### config.mk
export PLATFORM = sky130hd
export DESIGN_NAME = pid_with_moving_average_unit
export DESIGN_NICKNAME = d
export VERILOG_FILES = /design/src/rtl/core/pwma_pkg.sv /design/src/rtl/core/pid_with_moving_average_unit.sv /design/src/rtl/core/pwma_front.sv /design/src/rtl/core/pwma_queue.sv /design/src/rtl/core/pwma_back.sv
export SDC_FILE = /design/constraint.sdc
export NUM_CORES = 2
export LEC_CHECK = 0
export BUFFER_PORTS_ARGS = -buffer_cell sky130_fd_sc_hd__buf_2
export CORE_MARGIN = 2
export CORE_UTILIZATION = 50
export DETAILED_ROUTE_END_ITERATION = 7
export GPL_TIMING_DRIVEN = 0
export HOLD_SLACK_MARGIN = 0.06
export PLACE_DENSITY = 0.76
export SLEW_MARGIN = 20
export SYNTH_ARGS = -nofsm -noshare
export SYNTH_HDL_FRONTEND = slang
export SYNTH_HIERARCHICAL = 1
export SYNTH_SLANG_ARGS = --single-unit
### constraint.sdc
create_clock -name i_clk -period 13 [get_ports i_clk]
set_clock_uncertainty 0.2 [all_clocks]
set_input_delay 1.3 -clock i_clk [delete_from_list [all_inputs] [get_ports i_clk]]
set_output_delay 1.3 -clock i_clk [all_outputs]
set_load 0.05 [all_outputs]
### src/rtl/core/pwma_pkg.sv
package pwma_pkg;

    // Design constants of the filter and the control law.
    localparam int WINDOW_TAPS    = 4;
    localparam int SAMPLE_BITS    = 12;
    localparam int GAIN_FRAC_BITS = 16;

    // Fixed field widths.
    localparam int SP_W      = 12;
    localparam int GAIN_W    = 24;
    localparam int DUTY_W    = 12;
    localparam int FILT_W    = 14;
    localparam int CFG_IDX_W = 8;
    localparam int INT_W     = 48;

    // Widths derived from the window and sample size.
    localparam int TAP_LOG   = $clog2(WINDOW_TAPS);
    localparam int TAP_IDX_W = (TAP_LOG > 0) ? TAP_LOG : 1;
    localparam int LVL_W     = ((SP_W > SAMPLE_BITS) ? SP_W : SAMPLE_BITS) + TAP_LOG;
    localparam int ERR_W     = LVL_W + 1;
    localparam int DERR_W    = ERR_W + 1;
    localparam int P_W       = GAIN_W + 1 + ERR_W;
    localparam int D_W       = GAIN_W + 1 + DERR_W;
    localparam int PD_W      = D_W + 1;
    localparam int U_W       = INT_W + 1;

    // Output scaling: u is in units of 1/(WINDOW_TAPS * 2^GAIN_FRAC_BITS) count.
    localparam int     DUTY_MAX = (1 << DUTY_W) - 1;
    localparam longint SCALE    = longint'(WINDOW_TAPS) << GAIN_FRAC_BITS;
    localparam longint TOP_VAL  = longint'(DUTY_MAX) * SCALE;
    localparam longint LIM_VAL  = longint'(DUTY_MAX + 1) * SCALE - 1;
    localparam logic signed [U_W-1:0] U_TOP = U_W'(TOP_VAL);
    localparam logic signed [U_W-1:0] U_LIM = U_W'(LIM_VAL);

    // Division of the shifted output by WINDOW_TAPS through a reciprocal.
    localparam int     V_W     = DUTY_W + TAP_LOG;
    localparam int     DIV_SH  = V_W + TAP_LOG;
    localparam int     M_W     = V_W + 1;
    localparam int     PROD_W  = V_W + M_W;
    localparam longint DIV_MUL = (longint'(1) << DIV_SH) / WINDOW_TAPS + 1;
    localparam logic [M_W-1:0] DIV_M = M_W'(DIV_MUL);

    // Integral limits.
    localparam logic signed [INT_W-1:0] INT_MAX = {1'b0, {(INT_W-1){1'b1}}};
    localparam logic signed [INT_W-1:0] INT_MIN = {1'b1, {(INT_W-1){1'b0}}};

    // Queue between front and back.
    localparam int Q_DEPTH = 4;
    localparam int Q_IDX_W = $clog2(Q_DEPTH);
    localparam int Q_CNT_W = Q_IDX_W + 1;

    // Configuration register indexes.
    localparam logic [CFG_IDX_W-1:0] REG_SETPOINT = CFG_IDX_W'(0);
    localparam logic [CFG_IDX_W-1:0] REG_KP       = CFG_IDX_W'(1);
    localparam logic [CFG_IDX_W-1:0] REG_KI       = CFG_IDX_W'(2);
    localparam logic [CFG_IDX_W-1:0] REG_KD       = CFG_IDX_W'(3);

    // Reset values of the configuration registers.
    localparam logic [SP_W-1:0]   SETPOINT_RST = SP_W'(2000);
    localparam logic [GAIN_W-1:0] KP_RST       = GAIN_W'(52429);
    localparam logic [GAIN_W-1:0] KI_RST       = GAIN_W'(2621);
    localparam logic [GAIN_W-1:0] KD_RST       = GAIN_W'(32768);

    typedef enum logic [1:0] {
        SAT_INSIDE = 2'd0,
        SAT_ABOVE  = 2'd1,
        SAT_BELOW  = 2'd2
    } t_sat;

    typedef struct packed {
        logic [SP_W-1:0]   setpoint;
        logic [GAIN_W-1:0] kp;
        logic [GAIN_W-1:0] ki;
        logic [GAIN_W-1:0] kd;
    } t_cfg;

    typedef struct packed {
        logic signed [ERR_W-1:0]  err;
        logic signed [DERR_W-1:0] derr;
        logic [LVL_W-1:0]         level;
    } t_qitem;

    typedef struct packed {
        logic               full;
        logic               empty;
        logic [Q_CNT_W-1:0] count;
    } t_q_stat;

endpackage

### src/rtl/core/pid_with_moving_average_unit.sv
// Light-level PID controller with a moving-average input filter.
//
// Input channel: one sensor sample per item, pushed with push while full is low.
// Result channel: one result item per sample (duty, filtered level, saturation
// state), presented while empty is low and taken with pop.
// Configuration channel: i_cfg_valid with o_cfg_ready, which is always high;
// i_cfg_index selects setpoint, kp, ki*Ts or kd/Ts, other indexes are ignored.
// Registers must be written only while no item is in flight (not enforced here).
//
// Path: the queue, then the multiply, sum, integral, clamp and result registers.
// Throughput: one item per cycle unless a waiting result holds the back end.
// A four-entry queue separates the filter front end from the arithmetic back end,
// so samples are still accepted while results wait; when pop stays low the back
// end holds and the queue fills, and full rises after four more items.
// Reset clears the window, the previous error, the integral and the queue, and
// loads the default gains and setpoint.
module pid_with_moving_average_unit (
    input  logic                                 i_clk,
    input  logic                                 i_rst_n,
    input  logic                                 push,
    output logic                                 full,
    input  logic [pwma_pkg::SAMPLE_BITS-1:0]     i_sample,
    output logic                                 empty,
    input  logic                                 pop,
    output logic [pwma_pkg::DUTY_W-1:0]          o_duty,
    output logic [pwma_pkg::FILT_W-1:0]          o_filtered_level,
    output logic [1:0]                           o_saturation,
    input  logic                                 i_cfg_valid,
    output logic                                 o_cfg_ready,
    input  logic [pwma_pkg::CFG_IDX_W-1:0]       i_cfg_index,
    input  logic [pwma_pkg::GAIN_W-1:0]          i_cfg_data
);
    import pwma_pkg::*;

    t_cfg    r_cfg;
    t_qitem  front_item;
    t_qitem  q_item;
    t_q_stat q_stat;
    t_sat    res_sat;
    logic    in_accept;
    logic    back_take;
    logic    res_valid;
    logic    res_pop;

    assign o_cfg_ready = 1'b1;
    assign in_accept   = push && !q_stat.full;
    assign full        = q_stat.full;
    assign empty       = !res_valid;
    assign res_pop     = pop && res_valid;
    assign o_saturation = res_sat;

    // Configuration registers.
    always_ff @(posedge i_clk) begin
        if (!i_rst_n) begin
            r_cfg.setpoint <= SETPOINT_RST;
            r_cfg.kp       <= KP_RST;
            r_cfg.ki       <= KI_RST;
            r_cfg.kd       <= KD_RST;
        end else if (i_cfg_valid) begin
            unique case (i_cfg_index)
                REG_SETPOINT: r_cfg.setpoint <= i_cfg_data[SP_W-1:0];
                REG_KP:       r_cfg.kp       <= i_cfg_data;
                REG_KI:       r_cfg.ki       <= i_cfg_data;
                REG_KD:       r_cfg.kd       <= i_cfg_data;
                default: ;
            endcase
        end
    end

    pwma_front u_front (
        .i_clk    (i_clk),
        .i_rst_n  (i_rst_n),
        .i_accept (in_accept),
        .i_sample (i_sample),
        .i_cfg    (r_cfg),
        .o_item   (front_item)
    );

    pwma_queue u_queue (
        .i_clk   (i_clk),
        .i_rst_n (i_rst_n),
        .i_push  (in_accept),
        .i_item  (front_item),
        .i_pop   (back_take),
        .o_item  (q_item),
        .o_stat  (q_stat)
    );

    pwma_back u_back (
        .i_clk       (i_clk),
        .i_rst_n     (i_rst_n),
        .i_cfg       (r_cfg),
        .i_valid     (!q_stat.empty),
        .i_item      (q_item),
        .o_take      (back_take),
        .i_res_pop   (res_pop),
        .o_res_valid (res_valid),
        .o_duty      (o_duty),
        .o_level     (o_filtered_level),
        .o_sat       (res_sat)
    );

    // Reset leaves both channels idle.
    a_reset_idle: assert property (@(posedge i_clk) !i_rst_n |=> empty && !full)
        else $error("channels not idle after reset");

    // The queue fill count never passes its depth.
    a_queue_bound: assert property (@(posedge i_clk) disable iff (!i_rst_n)
        q_stat.count <= Q_CNT_W'(Q_DEPTH))
        else $error("queue count exceeds depth");

    // The filtered level of a waiting result stays within the window's range.
    a_level_range: assert property (@(posedge i_clk) disable iff (!i_rst_n)
        !empty |-> o_filtered_level <= FILT_W'(WINDOW_TAPS * ((1 << SAMPLE_BITS) - 1)))
        else $error("filtered level out of range");

    // The back end never takes an item from an empty queue.
    a_no_underflow: assert property (@(posedge i_clk) disable iff (!i_rst_n)
        q_stat.empty |-> !back_take)
        else $error("back end read an empty queue");

endmodule

### src/rtl/core/pwma_front.sv
module pwma_front (
    input  logic                              i_clk,
    input  logic                              i_rst_n,
    input  logic                              i_accept,
    input  logic [pwma_pkg::SAMPLE_BITS-1:0]  i_sample,
    input  pwma_pkg::t_cfg                    i_cfg,
    output pwma_pkg::t_qitem                  o_item
);
    import pwma_pkg::*;

    logic [SAMPLE_BITS-1:0]   r_window [WINDOW_TAPS];
    logic [TAP_IDX_W-1:0]     r_slot;
    logic [LVL_W-1:0]         r_sum;
    logic signed [ERR_W-1:0]  r_prev_err;

    logic [LVL_W-1:0]         n_sum;
    logic [TAP_IDX_W-1:0]     n_slot;
    logic [LVL_W-1:0]         sp_level;
    logic signed [ERR_W-1:0]  err;
    logic signed [DERR_W-1:0] derr;

    // Running window sum after the new sample replaces the oldest one.
    assign n_sum  = r_sum - LVL_W'(r_window[r_slot]) + LVL_W'(i_sample);
    assign n_slot = (r_slot == TAP_IDX_W'(WINDOW_TAPS - 1)) ? '0 : r_slot + 1'b1;

    // Error against the setpoint in window units, and its change since the last tick.
    assign sp_level = LVL_W'(LVL_W'(i_cfg.setpoint) * LVL_W'(WINDOW_TAPS));
    assign err      = $signed({1'b0, sp_level}) - $signed({1'b0, n_sum});
    assign derr     = DERR_W'(err) - DERR_W'(r_prev_err);

    assign o_item.err   = err;
    assign o_item.derr  = derr;
    assign o_item.level = n_sum;

    // Filter state advances on each accepted item.
    always_ff @(posedge i_clk) begin
        if (!i_rst_n) begin
            for (int k = 0; k < WINDOW_TAPS; k++) begin
                r_window[k] <= '0;
            end
            r_slot     <= '0;
            r_sum      <= '0;
            r_prev_err <= '0;
        end else if (i_accept) begin
            r_window[r_slot] <= i_sample;
            r_slot           <= n_slot;
            r_sum            <= n_sum;
            r_prev_err       <= err;
        end
    end

endmodule

### src/rtl/core/pwma_queue.sv
module pwma_queue (
    input  logic               i_clk,
    input  logic               i_rst_n,
    input  logic               i_push,
    input  pwma_pkg::t_qitem   i_item,
    input  logic               i_pop,
    output pwma_pkg::t_qitem   o_item,
    output pwma_pkg::t_q_stat  o_stat
);
    import pwma_pkg::*;

    t_qitem             r_mem [Q_DEPTH];
    logic [Q_IDX_W-1:0] r_wr;
    logic [Q_IDX_W-1:0] r_rd;
    logic [Q_CNT_W-1:0] r_cnt;

    assign o_item       = r_mem[r_rd];
    assign o_stat.full  = (r_cnt == Q_CNT_W'(Q_DEPTH));
    assign o_stat.empty = (r_cnt == '0);
    assign o_stat.count = r_cnt;

    // Entry storage.
    always_ff @(posedge i_clk) begin
        if (i_push) begin
            r_mem[r_wr] <= i_item;
        end
    end

    // Pointers and fill count.
    always_ff @(posedge i_clk) begin
        if (!i_rst_n) begin
            r_wr  <= '0;
            r_rd  <= '0;
            r_cnt <= '0;
        end else begin
            if (i_push) begin
                r_wr <= r_wr + 1'b1;
            end
            if (i_pop) begin
                r_rd <= r_rd + 1'b1;
            end
            if (i_push && !i_pop) begin
                r_cnt <= r_cnt + 1'b1;
            end else if (!i_push && i_pop) begin
                r_cnt <= r_cnt - 1'b1;
            end
        end
    end

endmodule

### src/rtl/core/pwma_back.sv
module pwma_back (
    input  logic                          i_clk,
    input  logic                          i_rst_n,
    input  pwma_pkg::t_cfg                i_cfg,
    input  logic                          i_valid,
    input  pwma_pkg::t_qitem              i_item,
    output logic                          o_take,
    input  logic                          i_res_pop,
    output logic                          o_res_valid,
    output logic [pwma_pkg::DUTY_W-1:0]   o_duty,
    output logic [pwma_pkg::FILT_W-1:0]   o_level,
    output pwma_pkg::t_sat                o_sat
);
    import pwma_pkg::*;

    logic adv;

    // Multiply stage.
    logic                     r_m_valid;
    logic signed [P_W-1:0]    r_m_p;
    logic signed [D_W-1:0]    r_m_d;
    logic signed [P_W-1:0]    r_m_kie;
    logic signed [ERR_W-1:0]  r_m_err;
    logic [LVL_W-1:0]         r_m_lvl;

    // Sum stage.
    logic                     r_s_valid;
    logic signed [PD_W-1:0]   r_s_pd;
    logic signed [P_W-1:0]    r_s_kie;
    logic signed [ERR_W-1:0]  r_s_err;
    logic [LVL_W-1:0]         r_s_lvl;

    // Integral stage.
    logic signed [INT_W-1:0]  r_integral;
    logic                     r_a_valid;
    logic signed [PD_W-1:0]   r_a_pd;
    logic signed [INT_W-1:0]  r_a_int;
    t_sat                     r_a_sat;
    logic [LVL_W-1:0]         r_a_lvl;

    // Clamp stage.
    logic                     r_b_valid;
    logic                     r_b_neg;
    logic                     r_b_hi;
    logic [V_W-1:0]           r_b_v;
    t_sat                     r_b_sat;
    logic [LVL_W-1:0]         r_b_lvl;

    // Result register.
    logic                     r_o_valid;
    logic [DUTY_W-1:0]        r_o_duty;
    logic [FILT_W-1:0]        r_o_lvl;
    t_sat                     r_o_sat;

    logic signed [P_W-1:0]    mul_p;
    logic signed [D_W-1:0]    mul_d;
    logic signed [P_W-1:0]    mul_kie;
    logic signed [U_W-1:0]    u_pre;
    t_sat                     sat_pre;
    logic                     hold;
    logic signed [U_W-1:0]    isum;
    logic signed [INT_W-1:0]  isat;
    logic signed [INT_W-1:0]  n_integral;
    logic signed [U_W-1:0]    u_post;
    logic [PROD_W-1:0]        prod;
    logic [DUTY_W-1:0]        n_duty;

    // The whole pipeline moves when the result register is free or being taken.
    assign adv    = !r_o_valid || i_res_pop;
    assign o_take = adv && i_valid;

    // Gain products, with both operands extended to the full product width.
    assign mul_p   = $signed(P_W'({1'b0, i_cfg.kp})) * P_W'($signed(i_item.err));
    assign mul_d   = $signed(D_W'({1'b0, i_cfg.kd})) * D_W'($signed(i_item.derr));
    assign mul_kie = $signed(P_W'({1'b0, i_cfg.ki})) * P_W'($signed(i_item.err));

    // Output before the integral update, and the anti-windup decision.
    assign u_pre   = U_W'(r_s_pd) + U_W'(r_integral);
    assign sat_pre = (u_pre > U_TOP) ? SAT_ABOVE : (u_pre[U_W-1] ? SAT_BELOW : SAT_INSIDE);
    assign hold    = ((sat_pre == SAT_ABOVE) && !r_s_err[ERR_W-1] && (r_s_err != '0))
                  || ((sat_pre == SAT_BELOW) && r_s_err[ERR_W-1]);

    // Integral update with saturation at its width.
    assign isum = U_W'(r_integral) + U_W'(r_s_kie);
    assign isat = (isum[U_W-1] != isum[U_W-2]) ? (isum[U_W-1] ? INT_MIN : INT_MAX)
                                                : isum[INT_W-1:0];
    assign n_integral = hold ? r_integral : isat;

    // Final output with the updated integral.
    assign u_post = U_W'(r_a_pd) + U_W'(r_a_int);

    // Division by the window length through the reciprocal, then the clamp.
    assign prod   = PROD_W'(r_b_v) * PROD_W'(DIV_M);
    assign n_duty = r_b_neg ? '0 : (r_b_hi ? DUTY_W'(DUTY_MAX) : prod[DIV_SH +: DUTY_W]);

    // Valid bits and the integral.
    always_ff @(posedge i_clk) begin
        if (!i_rst_n) begin
            r_m_valid  <= 1'b0;
            r_s_valid  <= 1'b0;
            r_a_valid  <= 1'b0;
            r_b_valid  <= 1'b0;
            r_o_valid  <= 1'b0;
            r_integral <= '0;
        end else if (adv) begin
            r_m_valid <= i_valid;
            r_s_valid <= r_m_valid;
            r_a_valid <= r_s_valid;
            r_b_valid <= r_a_valid;
            r_o_valid <= r_b_valid;
            if (r_s_valid) begin
                r_integral <= n_integral;
            end
        end
    end

    // Payload of each stage.
    always_ff @(posedge i_clk) begin
        if (adv) begin
            r_m_p   <= mul_p;
            r_m_d   <= mul_d;
            r_m_kie <= mul_kie;
            r_m_err <= i_item.err;
            r_m_lvl <= i_item.level;

            r_s_pd  <= PD_W'(r_m_p) + PD_W'(r_m_d);
            r_s_kie <= r_m_kie;
            r_s_err <= r_m_err;
            r_s_lvl <= r_m_lvl;

            r_a_pd  <= r_s_pd;
            r_a_int <= n_integral;
            r_a_sat <= sat_pre;
            r_a_lvl <= r_s_lvl;

            r_b_neg <= u_post[U_W-1];
            r_b_hi  <= (u_post > U_LIM);
            r_b_v   <= u_post[GAIN_FRAC_BITS +: V_W];
            r_b_sat <= r_a_sat;
            r_b_lvl <= r_a_lvl;

            r_o_duty <= n_duty;
            r_o_lvl  <= FILT_W'(r_b_lvl);
            r_o_sat  <= r_b_sat;
        end
    end

    assign o_res_valid = r_o_valid;
    assign o_duty      = r_o_duty;
    assign o_level     = r_o_lvl;
    assign o_sat       = r_o_sat;

endmodule

* Yosys cells after proc, flatten, opt, wreduce, memory -nomap -nowiden
Memory sizes are Yosys's and may differ from the RTL's. A register that Yosys moved wholly into a read port is not among the register bits.
Index checks and enable logic that the tools add are counted.
** Word-level totals
- Register bits :: 602
- Bits in latches :: 0
- Memory bits (writable) :: 228
- Memory bits (read-only) :: 0
- Input bits :: 49
- Output and inout bits :: 31
- Logic and storage cells :: 113
- Memories kept :: 2
** Operators by class
- Add/subtract/negate cells :: 13
- Multiply operators :: 4
- Div/mod/pow operators :: 0
- $lt $le $gt $ge :: 2
- Eq/ne operators :: 8
- Shift operators :: 0
- Muxes and demuxes :: 21
- Bitwise gates (word level) :: 0
- Reductions and logical operators :: 26
** Memory list
- u_queue.r_mem :: words 4, bits a word 45, rd ports 1, clocked after Yosys merged registers in 1, wr ports 1, RTL line pwma_queue.sv:12 : t_qitem r_mem [Q_DEPTH];
- u_front.r_window :: words 4, bits a word 12, rd ports 1, clocked after Yosys merged registers in 1, wr ports 4, RTL line pwma_front.sv:11 : logic [SAMPLE_BITS-1:0] r_window [WINDOW_TAPS];
** Operators with widths (count)
- 2-to-1 mux 48 bit :: 3
- adder 42 x 48 -> 49 bit :: 2
- > comparator 49 x 31 -> 1 bit, second input constant :: 2
- multiplier 25 x 15 -> 40 bit :: 2
- adder 48 x 40 -> 49 bit :: 1
- adder 40 x 41 -> 42 bit :: 1
- multiplier 25 x 16 -> 41 bit :: 1
- multiplier 14 x 15 -> 28 bit, second input constant :: 1
- 2-to-1 mux 12 bit :: 2
- equality test 8 x 2 -> 1 bit, second input constant :: 2
- 2-to-1 mux 2 bit :: 8
- subtractor 15 x 15 -> 16 bit :: 1
- nonzero test 15 bit :: 1
- subtractor 14 x 14 -> 15 bit :: 1
- adder 14 x 12 -> 14 bit :: 1
- subtractor 14 x 12 -> 14 bit :: 1
- OR reduction 12 bit :: 1
- AND reduction 2 bit :: 5
- equality test 8 x 1 -> 1 bit, second input constant :: 1
- logical AND 1 bit :: 8
- zero test 8 bit :: 1
- adder 2 x 1 -> 2 bit, second input constant :: 3
- zero test 1 bit :: 6
- 2-to-1 mux 1 bit :: 6
- 10 further kinds :: 13

* Logic depth before layout (Yosys ltp)
- Depth in word-level cells :: 8
- Depth in mapped cells :: 30
- Depth with buffers taken out :: 27

* By module
The synthesis kept the hierarchy.
** Modules (own cells, without submodules)
- pwma_back :: times used 1, cells an instance 6448, area each 61985.7 um^2, sequential area each 13823.3 um^2
- pwma_queue :: times used 1, cells an instance 278, area each 6999.2 um^2, sequential area each 5585.4 um^2
- pwma_front :: times used 1, cells an instance 576, area each 5629.1 um^2, sequential area each 2082.0 um^2
- pid_with_moving_average_unit :: times used 1, cells an instance 324, area each 3342.0 um^2, sequential area each 1681.6 um^2

* Worst setup path before layout
No wires, ideal clock.
- Path type :: input -> register
- Start :: input port pop
- End :: register u_queue.r_cnt[2]
- Setup time :: 0.076 ns
- Arrival time :: 11.567 ns
- Data required time :: 12.724 ns
- Slack :: 1.158 ns
- Cell stages on the path :: 11
- Buffers on the path :: 0
- Cell sequence :: and2_1 -> nor2b_1 -> inv_1 -> and2_1 -> inv_1 -> ha_1 -> inv_1 -> fa_1 -> xor2_1 -> or3_1 -> a21boi_0
** Between the ends
- Cells in the longest elaborated chain, start to end :: 6
- Elaborated cells between the ends (all ways) :: 8
- Those cells by class :: mux: 1; reduce/logical: 7
** Ends and longest elaborated chain
- start, declared :: RTL line pid_with_moving_average_unit.sv:24 : input logic pop,
- logical AND 1 bit * :: RTL line pid_with_moving_average_unit.sv:49 : assign res_pop = pop && res_valid;
- logical OR 1 bit * :: RTL line pwma_back.sv:69 : assign adv = !r_o_valid || i_res_pop;
- logical AND 1 bit * :: RTL line pwma_back.sv:70 : assign o_take = adv && i_valid;
- via back_take :: RTL line pid_with_moving_average_unit.sv:41 : logic back_take;
- zero test 1 bit :: RTL line pwma_queue.sv:42 : if (i_push && !i_pop) begin
- logical AND 1 bit :: RTL line pwma_queue.sv:42
- 2-to-1 mux 3 bit or nonzero test 2 bit (tied branches)
- end signal, assigned :: RTL line pwma_queue.sv:43 : r_cnt <= r_cnt + 1'b1;
- end signal, assigned :: RTL line pwma_queue.sv:45 : r_cnt <= r_cnt - 1'b1;
- end, declared :: RTL line pwma_queue.sv:15 : logic [Q_CNT_W-1:0] r_cnt;
The timed path passes the listed nets; every way through them passes the cells marked *.
A chain may end at the register's enable or synchronous reset.

==> metrics.md <==
| Metric | Value |
|---|---|
| Worst path top cell family by delay | adder cells |
| Via count | around 57,000 |
| Worst path slowest cell | mux4_1 |
| Slew Limit Headroom | 15.3% |
| First-pass GRT wire length | 344 mm |
| Critical path's most frequent cell | fa_1 |
| CP startpoint kind | register |
| First-pass iteration count of the detailed router | 5 |
| Slew @ Worst Pin | 1270 ps |
| Latest clock arrival within the worst-skew pair | between 700 and 800 ps |
| Mapped Cells | 7,626 |
| Final Cell Area | between 80,000 and 90,000 um^2 |
| Area Overhead vs Synth | 7.67% |
| Fin util | roughly 54% |
| Register area share after synthesis | 29.7% |
| Multi-input logic area | 49,000 um^2 |
| Post-route minimum period | approximately 11,000 ps |
| Hold Path Class | reg2reg |
| Most used DFF post-synth | edfxtp_1 |
| Syn nets | between 9,000 and 10,000 |
| Initial antenna violation count | 9 |
| Routed WL per cell | between 20 and 25 um |
| Initial drt markers | 4,838 |
| Hold buffers post-CTS | 0 |
| Top cell type's share of synthesized area | 25.2% |
| H-tree levels | 3 |
| Pin count of the biggest net entering global routing | roughly 120 |
| Antenna-violating nets left | 0 |
| Max Cap Viol | 0 |
| Ys Warns | 6 |
| CTS buffer count | between 80 and 90 |
| Gp weighted congestion | 0.984 |
| Outcome | finished, final reports clean |
| WP buf/inv | 6 |
| Syn avg cell area | 10.2 um^2 |
| Fmax | between 90 and 100 MHz |
| Synth unique cells | about 110 |
| Final WL | around 230 mm |
| Area of placed instances | just over 80,000 um^2 |
| Register area | approximately 23,000 um^2 |
| Required time worst endpoint | between 10,000 and 15,000 ps |
| Critical path type | reg2reg |
| Post-CTS resize count | 0 |
| GRT Total Usage | 28.6% |
| WP data arrival | ~11,000 ps |
| Sink Count | 831 |
| Critical Path Fanout Max | 11 |
| # rows | 144 |
| Finish-stage setup viols | 0 |
| Port Buffers | 78 |
| CP endpoint kind | register |
| Gr ovfl total | 0 |
| Placed insts | 9,752 |
| Post-synth EDFFs | around 650 |
| CORE AREA | ~150,000 um^2 |
| CTS root buffer | clkbuf_16 |
| Final std cells w/o fill | between 9,000 and 10,000 |
| TritonCTS clock tree | yes |
| Die height | 399 um |
| Part of the cycle the worst path needs | slightly above 80% |
| Hpwl dp | approximately 180 mm |
| Total setup buffers inserted after CTS | 0 |
| Synth area leaders | edfxtp_1 (25%), fa_1 (23%), ha_1 (10%), inv_1 (5.7%), nand2_1 (4.7%) |
| Clk buf depth | 3 |
| Routed vias/inst | ~5.7 |
| Post-route DRC | 0 |
| Max-slew violations | 0 |
| Die width | between 300 and 400 um |
| Total Nets Final | about 9,400 |
| Register bit total from synthesis | 831 |
| Vias in the first global route | between 50,000 and 60,000 |
| CP max stage delay | approximately 1000 ps |
| Post-synth top area cell | edfxtp_1 |
| Die area | between 150,000 and 200,000 um^2 |
| Unrepaired setup endpoints after global routing | no |
| Layout cells sized above 1 | 5.06% |
| Final Hold Fails | 0 |
| Async S/R FF share, synth | 0% |
| Cell area after synthesis | slightly below 80,000 um^2 |
| Io pins | 80 |
| Reg clk slew, reported paths | 60 ps |
| FILL cells | 13,388 |
| Initial cell density of the core | 50.5% |
[worst reg2reg max path: cells and delay by family (launching register included)]
family	cells	cell delay, ps
compound gates	10	2790
xor+xnor	1	330
fa+ha+maj	7	3370
buf+inv	6	1960
flops	1	330
mux	1	1020
simple gates	2	390
[sequential cells by signal (all words and copies together), names as in the netlist, 14 cells and up, named ones only]
signal,flops
u_queue/r_mem,180
r_cfg,84
u_back/r_a_int,48
u_back/r_integral,48
u_front/r_window,48
u_back/r_a_pd,42
u_back/r_s_pd,42
u_back/r_m_d,41
u_back/r_m_kie,40
u_back/r_m_p,40
u_back/r_s_kie,40
u_back/r_m_err,15
u_back/r_s_err,15
u_back/o_level,14
u_back/r_a_lvl,14
u_back/r_b_lvl,14
u_back/r_m_lvl,14
u_back/r_s_lvl,14
u_front/r_prev_err,14
u_front/r_sum,14
[cells in the mapped netlist, types with 16 or more instances]
master / count
a211o_1: 17
a211oi_1: 49
a21boi_0: 21
a21o_1: 126
a21oi_1: 301
a31oi_1: 29
and2_1: 484
and3_1: 37
clkbuf_1: 263
dfxtp_1: 178
edfxtp_1: 653
fa_1: 894
ha_1: 631
inv_1: 1186
mux2_1: 19
mux2_2: 33
mux2i_1: 163
mux4_2: 52
nand2_1: 985
nand2b_1: 70
nand3_1: 70
nand4_1: 44
nor2_1: 287
nor2b_1: 67
nor3_1: 71
nor4_1: 30
o2111ai_1: 16
o211ai_1: 28
o21a_1: 50
o21ai_0: 183
o21bai_1: 42
o31ai_1: 26
or3_1: 22
xnor2_1: 161
xor2_1: 88
[per-layer routing]
| layer | vias to the layer above | wire, um | GRT usage, % |
|---|---|---|---|
| li1 | 25469 | - | - |
| met1 | 28158 | 88700 | 36.4 |
| met2 | 2618 | 102000 | 45.4 |
| met3 | 612 | 20100 | 6.43 |
| met4 | 8 | 14400 | 15.4 |
| met5 | - | 88 | 0.212 |
[area by class of cell]
cell class | instances | share of cell area, %
inverter | 1187 | 5.32
antenna | 4 | 0.0119
sequential | 831 | 27.6
timing repair buffer | 82 | 0.596
buffer | 305 | 1.63
clock buffer | 116 | 2.80
multi-input combinational | 5303 | 58.3
tap | 2044 | 3.05
clock inverter | 47 | 0.650
[cell families (layout without fill, tap and decap cells)]
kind of cell,count (synthesis),count (layout),share of synthesized area (%)
compound gates,1016,1016,8.53
mux,272,272,4.51
fa+ha+maj,1532,1532,33.2
simple gates,2233,2233,13.8
xor+xnor,249,249,2.80
flops,831,831,29.7
buf+inv,1492,1737,7.47
other cells,1,5,0.00481
[worst paths after layout]
path,from,end,slack (ps),depth (start not counted)
hold / removal,u_back/r_m_err[6],u_back/r_s_err[6],180,0
setup / recovery,register,u_back/r_m_p[36],2360,27
hold reg to reg,u_back/r_m_err[6],u_back/r_s_err[6],180,0
setup reg to reg,register,u_back/r_m_p[36],2360,27
[stage by stage]
step                      TNS [ps]  setup slack, ps  hold slack, ps
after floorplan                  0             1160             200
after global placement     -679390            -3090             201
after detailed placement         0             2600             205
after CTS                        0             2550             169
after global routing             0             2080             174
final                            0             2360             182
[layout by cell type, fill, tap and decap left out, types with 87 or more instances in the layout]
cell type / Yosys / final
a21o_1: 126 / 126
a21oi_1: 301 / 301
and2_1: 484 / 480
buf_2: 10 / 88
clkbuf_1: 263 / 286
clkbuf_16: 0 / 87
dfxtp_1: 178 / 178
edfxtp_1: 653 / 653
fa_1: 894 / 894
ha_1: 631 / 631
inv_1: 1186 / 1185
mux2i_1: 163 / 163
nand2_1: 985 / 985
nor2_1: 287 / 287
o21ai_0: 183 / 183
xnor2_1: 161 / 161
xor2_1: 88 / 88
Power is not shown: default switching activity piles up to over one toggle a cycle in this logic, so the estimate is an artifact.
